### config.mk
export PLATFORM = sky130hd
export DESIGN_NAME = lcvm_div_chain
export DESIGN_NICKNAME = d
export VERILOG_FILES = /design/src/rtl/lcvm_div_cell.sv /design/src/rtl/lcvm_div_chain.sv
export SDC_FILE = /design/constraint.sdc
export NUM_CORES = 1
export LEC_CHECK = 0
export BUFFER_PORTS_ARGS = -buffer_cell sky130_fd_sc_hd__buf_2
export CAP_MARGIN = 0
export CORE_MARGIN = 5
export CORE_UTILIZATION = 36
export CTS_CLUSTER_SIZE = 28
export DETAILED_ROUTE_END_ITERATION = 12
export HOLD_SLACK_MARGIN = 0.12
export PLACE_DENSITY = 0.6
export SLEW_MARGIN = 5
export SYNTH_ARGS = -nofsm -noshare
export SYNTH_HDL_FRONTEND = slang
export SYNTH_SLANG_ARGS = --single-unit
### constraint.sdc
create_clock -name clk -period 2.64 [get_ports clk]
set_input_delay 0.132 -clock clk [delete_from_list [all_inputs] [get_ports clk]]
set_output_delay 0.132 -clock clk [all_outputs]
set_load 0.03 [all_outputs]
### src/rtl/lcvm_div_cell.sv
// One restoring division step: brings in a numerator bit, trial subtracts, shifts in a quotient bit.
// Uses no package items; instantiated by lcvm_div_chain.
module lcvm_div_cell #(
  parameter int NW = 17,
  parameter int DW = 16
) (
  input  logic          clk,
  input  logic [DW-1:0] rem_in,
  input  logic [NW-1:0] num_in,
  input  logic [NW-1:0] quot_in,
  input  logic [DW-1:0] den_in,
  output logic [DW-1:0] rem_out,
  output logic [NW-1:0] num_out,
  output logic [NW-1:0] quot_out,
  output logic [DW-1:0] den_out
);

  logic [DW:0] trial;
  logic [DW:0] diff;
  logic        ge;

  // trial remainder and compare against the divisor
  always_comb begin
    trial = {rem_in, num_in[NW-1]};
    diff  = trial - {1'b0, den_in};
    ge    = trial >= {1'b0, den_in};
  end

  always_ff @(posedge clk) begin
    rem_out  <= ge ? diff[DW-1:0] : trial[DW-1:0];
    num_out  <= num_in << 1;
    quot_out <= {quot_in[NW-2:0], ge};
    den_out  <= den_in;
  end

endmodule

### src/rtl/lcvm_div_chain.sv
// Row of NW division cells, each registered; the quotient of {rem_init, num} / den leaves the last cell.
// Depends on lcvm_div_cell. rem_init must be below den for a valid quotient.
module lcvm_div_chain #(
  parameter int NW = 17,
  parameter int DW = 16
) (
  input  logic          clk,
  input  logic [DW-1:0] rem_init,
  input  logic [NW-1:0] num,
  input  logic [DW-1:0] den,
  output logic [NW-1:0] quot
);

  logic [DW-1:0] rem_s  [NW+1];
  logic [NW-1:0] num_s  [NW+1];
  logic [NW-1:0] quot_s [NW+1];
  logic [DW-1:0] den_s  [NW+1];

  assign rem_s[0]  = rem_init;
  assign num_s[0]  = num;
  assign quot_s[0] = '0;
  assign den_s[0]  = den;

  for (genvar i = 0; i < NW; i++) begin : g_cell
    lcvm_div_cell #(.NW(NW), .DW(DW)) u_cell (
      .clk      (clk),
      .rem_in   (rem_s[i]),
      .num_in   (num_s[i]),
      .quot_in  (quot_s[i]),
      .den_in   (den_s[i]),
      .rem_out  (rem_s[i+1]),
      .num_out  (num_s[i+1]),
      .quot_out (quot_s[i+1]),
      .den_out  (den_s[i+1])
    );
  end

  assign quot = quot_s[NW];

endmodule

=== After elaboration in Yosys (flattened, before gate mapping) ===
Cells that the tools add are included.

* Bits in registers: 801
* Output and inout bits: 17
* Word-level logic and storage cells: 114

* Add/sub/neg operators: 16
* Magnitude comparators: 17
* Multiplexer cells: 16

{| class="wikitable"
|+ Operator list
! cell !! count
|-
| 17-bit by 16-bit greater-or-equal comparator with 1-bit output || 17
|-
| 16-bit two-way mux || 16
|-
| 16-bit subtractor || 16
|}

=== Logic depth before layout (Yosys ltp) ===
* Depth in word-level cells: 2
* Mapped depth: 12
* Gate-level depth less buffers: 11

=== Cells and area by module ===
A second synthesis with hierarchy kept.

* Cell total of the unflattened synthesis: 3790
* Area total of the unflattened synthesis: 42213.0 µm²

{| class="wikitable"
|+ By module, submodules not included
! module !! instances !! cells an instance !! area each (µm²)
|-
| lcvm_div_cell at g_cell[12].u_cell ... || 11 || 222 || 2457.4
|-
| lcvm_div_cell at g_cell[0].u_cell ... || 5 || 224 || 2542.4
|-
| lcvm_div_cell at g_cell[2].u_cell || 1 || 227 || 2466.1
|-
| lcvm_div_chain || 1 || 1 || 3.8
|}

=== Worst setup path before layout ===
OpenSTA, ideal clock, no wires.

* Path type: register -> register
* Start point: reg g_cell[9].u_cell.den_out[1]
* End point: reg g_cell[10].u_cell.rem_out[10]
* Data arrival time: 2.736 ns
* Data required time: 2.519 ns
* Slack: -0.217 ns
* Stages on the path, launching flop included: 12
* Buffers on the path: 1
* Path through: dfxtp_1 > inv_1 > ha_1 > nor2b_1 > o21a_1 > o21ai_1 > a21oi_1 > o41ai_2 > or3b_1 > a21boi_4 > buf_6 > mux2_2

* Cells in the longest elaborated chain, start to end: 2
* Elaborated cells on any way between the ends: 3
* Those cells by class: add/sub: 1; order compare: 1; mux: 1

{| class="wikitable"
|+ RTL lines
! item !! RTL line !! RTL
|-
| start: declaration || lcvm_div_cell.sv:15 || <nowiki>output logic [DW-1:0] den_out</nowiki>
|-
| start signal: assignment || lcvm_div_cell.sv:33 || <nowiki>den_out <= den_in;</nowiki>
|-
| 16-bit subtractor or 17-bit by 16-bit greater-or-equal comparator with 1-bit output (tied branches) || lcvm_div_cell.sv:25, lcvm_div_cell.sv:26 ||
|-
| 16-bit two-way mux * || lcvm_div_cell.sv:30 || <nowiki>rem_out <= ge ? diff[DW-1:0] : trial[DW-1:0];</nowiki>
|-
| end signal: assignment || lcvm_div_cell.sv:30 ||
|-
| end: declaration || lcvm_div_cell.sv:12 || <nowiki>output logic [DW-1:0] rem_out,</nowiki>
|}

Every way passes the cells marked *; elsewhere a longest branch is shown, timed or not.

=== Final worst setup path ===
* Start point: reg g_cell[9].u_cell.den_out[6]
* End point: reg g_cell[10].u_cell.rem_out[12]

The elaborated chain is that of the path after synthesis.

==> results.sh <==
export IMPL_routabilityCongestion=0.873
export IMPL_drtAntennaViolNets=0
export IMPL_seq_power_share=0.298
export IMPL_io_buffers=66
export IMPL_syn2layout_area_growth_pct=33.2
export IMPL_diodes=0
export IMPL_worst_slew_pin_transition_ns=0.490
export IMPL_synth_adder_area_share=0.117
export IMPL_final_hold_violation_count=0
export IMPL_coreArea_sq_mm=0.0880
export IMPL_rsz0062_at_grt="true"
export IMPL_async_flop_share=0
export IMPL_finalSetupViolCount=48
export IMPL_p_leak_nw=19.3
export IMPL_critPathLaunch="g_cell[9].u_cell.den_out[6]$_DFF_P_"
export IMPL_final_nets=3910
export IMPL_startpoint_type="flop"
export IMPL_p_switching_w=0.0195
export IMPL_drv_cap=0
export IMPL_yosysTopAreaCell="dfxtp_1"
export IMPL_finish_utilization=0.481
export IMPL_skew_ns=0.0166
export IMPL_design_area_sq_mm=0.0423
export IMPL_power_w=0.0588
export IMPL_die_y_microns=307
export IMPL_min_period_ns=2.80
export IMPL_intPower_w=0.0393
export IMPL_cp_max_fo=7
export IMPL_drtPass1Iterations=5
export IMPL_critPathKind="flop to flop"
export IMPL_cp_slowest_stage_delay_ns=0.43
export IMPL_fp_dieW_microns=307
export IMPL_synth_edf_count=0
export IMPL_muxShareOfSynthArea=0.0722
export IMPL_yosys_area_share_simple=0.0791
export IMPL_route_detailed_drc=0
export IMPL_track_usage=0.140
export IMPL_synthTopCellsByArea="dfxtp_1 50%, ha_1 11%, mux2_2 5.5%, inv_1 4.0%, xnor2_1 3.3%"
export IMPL_drt_iter0_markers=833
export IMPL_hold_path_class="primary input to flop"
export IMPL_place_area_sq_mm=0.0362
export IMPL_fin_ws_ns=-0.162
export IMPL_cp_num_buf_inv=2
export IMPL_layout_area_seq_sq_mm=0.0161
export IMPL_yosysMostFrequentCell="dfxtp_1"
export IMPL_syn_nets=3316
export IMPL_yosysWarnings=0
export IMPL_p_clk_frac=0.218
export IMPL_combPwrFrac=0.484
export IMPL_synth_seq_area_share=0.505
export IMPL_synth_xor_area_frac=0.0513
export IMPL_syn_area_sq_mm=0.0318
export IMPL_synth_top_area_frac=0.505
export IMPL_io_pins=67
export IMPL_tns_ns=-3.63
export IMPL_clk_pin_slew_ns=0.06
export IMPL_synth_top_cells_by_count="801 x dfxtp_1, 335 x inv_1, 272 x ha_1, 173 x a21oi_1, 160 x nor2_1"
export IMPL_period_share=1.06
export IMPL_powerDensity_mw_per_mm2=1390
export IMPL_vias=22400
export IMPL_start_util=0.361
export IMPL_hp_start="den[4]"
export IMPL_wl_microns=67700
export IMPL_crit_path_top_delay_cell="or3b_4"
export IMPL_clk_path_buf_depth=3
export IMPL_synth_top_family_by_area="compound AO/OA/AOI/OAI gates"
export IMPL_clock_sinks=801
export IMPL_ir_drop_mv=0.814
export IMPL_ys_flop_type="dfxtp_1"
export IMPL_r2r_start="g_cell[9].u_cell.den_out[6]$_DFF_P_"
export IMPL_cts_tree="built"
export IMPL_wl_per_cell_microns=14.1
export IMPL_crit_path_end_kind="flop"
export IMPL_root_buffer="clkbuf_16"
export IMPL_max_freq_mhz=357
export IMPL_pre_cts_slack_ns=-0.287
export IMPL_swShare=0.331
export IMPL_critPathTopFamily="compound AO/OA/AOI/OAI gates"
export IMPL_grt_max_degree=30
export IMPL_htree_levels=3
export IMPL_multi_input_area_sq_mm=0.0159
export IMPL_violations="setup timing"
export IMPL_worstPathArrival_ns=3.33
export IMPL_maxSlewHeadroom=0.674
export IMPL_dieArea_sq_mm=0.0943
export IMPL_synth_cell_types=85
export IMPL_fill_cells=7908
export IMPL_slew_viol_final=0
export IMPL_synthCells=2978
export IMPL_antenna_found_initial=0
export IMPL_clk_latency_ns=0.65
export IMPL_rows=109
export IMPL_grt_pass1_wl_microns=110000
export IMPL_grt_pass1_vias=22900
export IMPL_status="finished with violations"
export IMPL_cts_made_buffers=86
export IMPL_drive_gt1_frac=0.284
export IMPL_crit_chain="inv_2 -> ha_4 -> a21o_1 -> a21oi_2 -> nand2b_4 -> a21oi_4 -> o41ai_4 -> or3b_4 -> a21boi_4 -> clkbuf_16 -> mux2_4"
export IMPL_dpl_hpwl_microns=49400
export IMPL_vias_per_cell=4.65
export IMPL_grt_ovfl_total=0
export IMPL_synth_compound_area_frac=0.131
export IMPL_synth_seq_cells=801
export IMPL_worstPathRequired_ns=3.17
export IMPL_syn_avg_cell_area_sq_um=10.7
sequential cells by signal (all words and copies together), names as in the netlist:
| signal | count |
|---|---|
| g_cell.u_cell.num_out | 136 |
| g_cell.u_cell.rem_out | 256 |
| g_cell.u_cell.den_out | 256 |
| g_cell.u_cell.quot_out | 153 |
power groups by stage:
| stage | clock network (W) | logic, W | registers (W) |
|---|---|---|---|
| after floorplan | 0 | 0.0171 | 0.0171 |
| after global placement | 0 | 0.0238 | 0.0176 |
| after detailed placement | 0 | 0.0241 | 0.0176 |
| after CTS | 0.0132 | 0.0264 | 0.0175 |
| after global routing | 0.0138 | 0.0313 | 0.0179 |
| final | 0.0128 | 0.0285 | 0.0175 |
placed cells by master (no fill, tap or decap), drive strengths merged, types with 7 or more instances in the layout:
cell type and instances:
dfxtp 801, buf 446, inv 341, ha 272
a21oi 176, mux2 173, nor2 160, o21ai 138
clkbuf 124, xnor2 121, nand2 116, dlygate4sd3 77
xor2 65, a21o 60, o21a 44, nor2b 37
nand3 36, nand4 34, nand2b 33, mux2i 32
nor3 31, a211oi 26, a31oi 23, clkinv 20
o31a 17, fa 16, nor4 15, and3 14
o211ai 14, a21boi 14, o31ai 14, o41ai 13
o21bai 12, bufinv 12, or2 11, or3 10
a211o 9, and2 8, o311ai 7, o2111ai 7
timing repair:
| action | CTS | global route |
|---|---|---|
| pin swaps | 31 | 96 |
| endpoints found under the hold margin | 49 | 0 |
| setup endpoints to repair | 201 | 223 |
| buffers inserted | 24 | 27 |
| gates cloned | 8 | 7 |
| resized for setup | 158 | 206 |
| hold buffers | 77 | 0 |
worst paths after layout:
kind	slack, ns	endpoint	cells past startpoint
setup / recovery	-0.16	g_cell[10].u_cell.rem_out[12]$_DFF_P_	11
hold reg to reg	0.32	g_cell[13].u_cell.quot_out[8]$_DFF_P_	0
hold / removal	0.21	g_cell[0].u_cell.den_out[4]$_DFF_P_	2
setup reg to reg	-0.16	g_cell[10].u_cell.rem_out[12]$_DFF_P_	11
layer usage:
| layer | vias to the layer above | GRT usage | wire length [microns] |
|---|---|---|---|
| met4 | 0 | 0.0538 | 2450 |
| li1 | 11500 | - | - |
| met2 | 290 | 0.259 | 35100 |
| met5 | - | 0 | 0 |
| met1 | 10400 | 0.158 | 27900 |
| met3 | 152 | 0.0264 | 2290 |
layout make-up:
cell class | count | area share
clock buffers | 117 | 0.0595
clock inverters | 42 | 0.0142
inverters | 335 | 0.0298
multi-input cells | 1817 | 0.375
flip-flops and latches | 801 | 0.380
well taps | 1165 | 0.0344
repair buffers | 531 | 0.107
kinds of logic after synthesis:
group / after synthesis
AO/OA/AOI/OAI: 616
adder cells (fa/ha/maj): 288
multiplexers: 205
flip-flops: 801
XOR/XNOR: 186
AND/OR/NAND/NOR: 521
buffers and inverters: 361
per-stage QoR:
stage,hold slack (ns),std cells
6_report,0.209,4808
2_1_floorplan,0.160,2978
3_3_place_gp,0.236,4510
3_5_place_dp,0.236,4510
4_1_cts,0.125,4777
5_1_grt,0.179,4808
(Power assumes the default switching activity.)
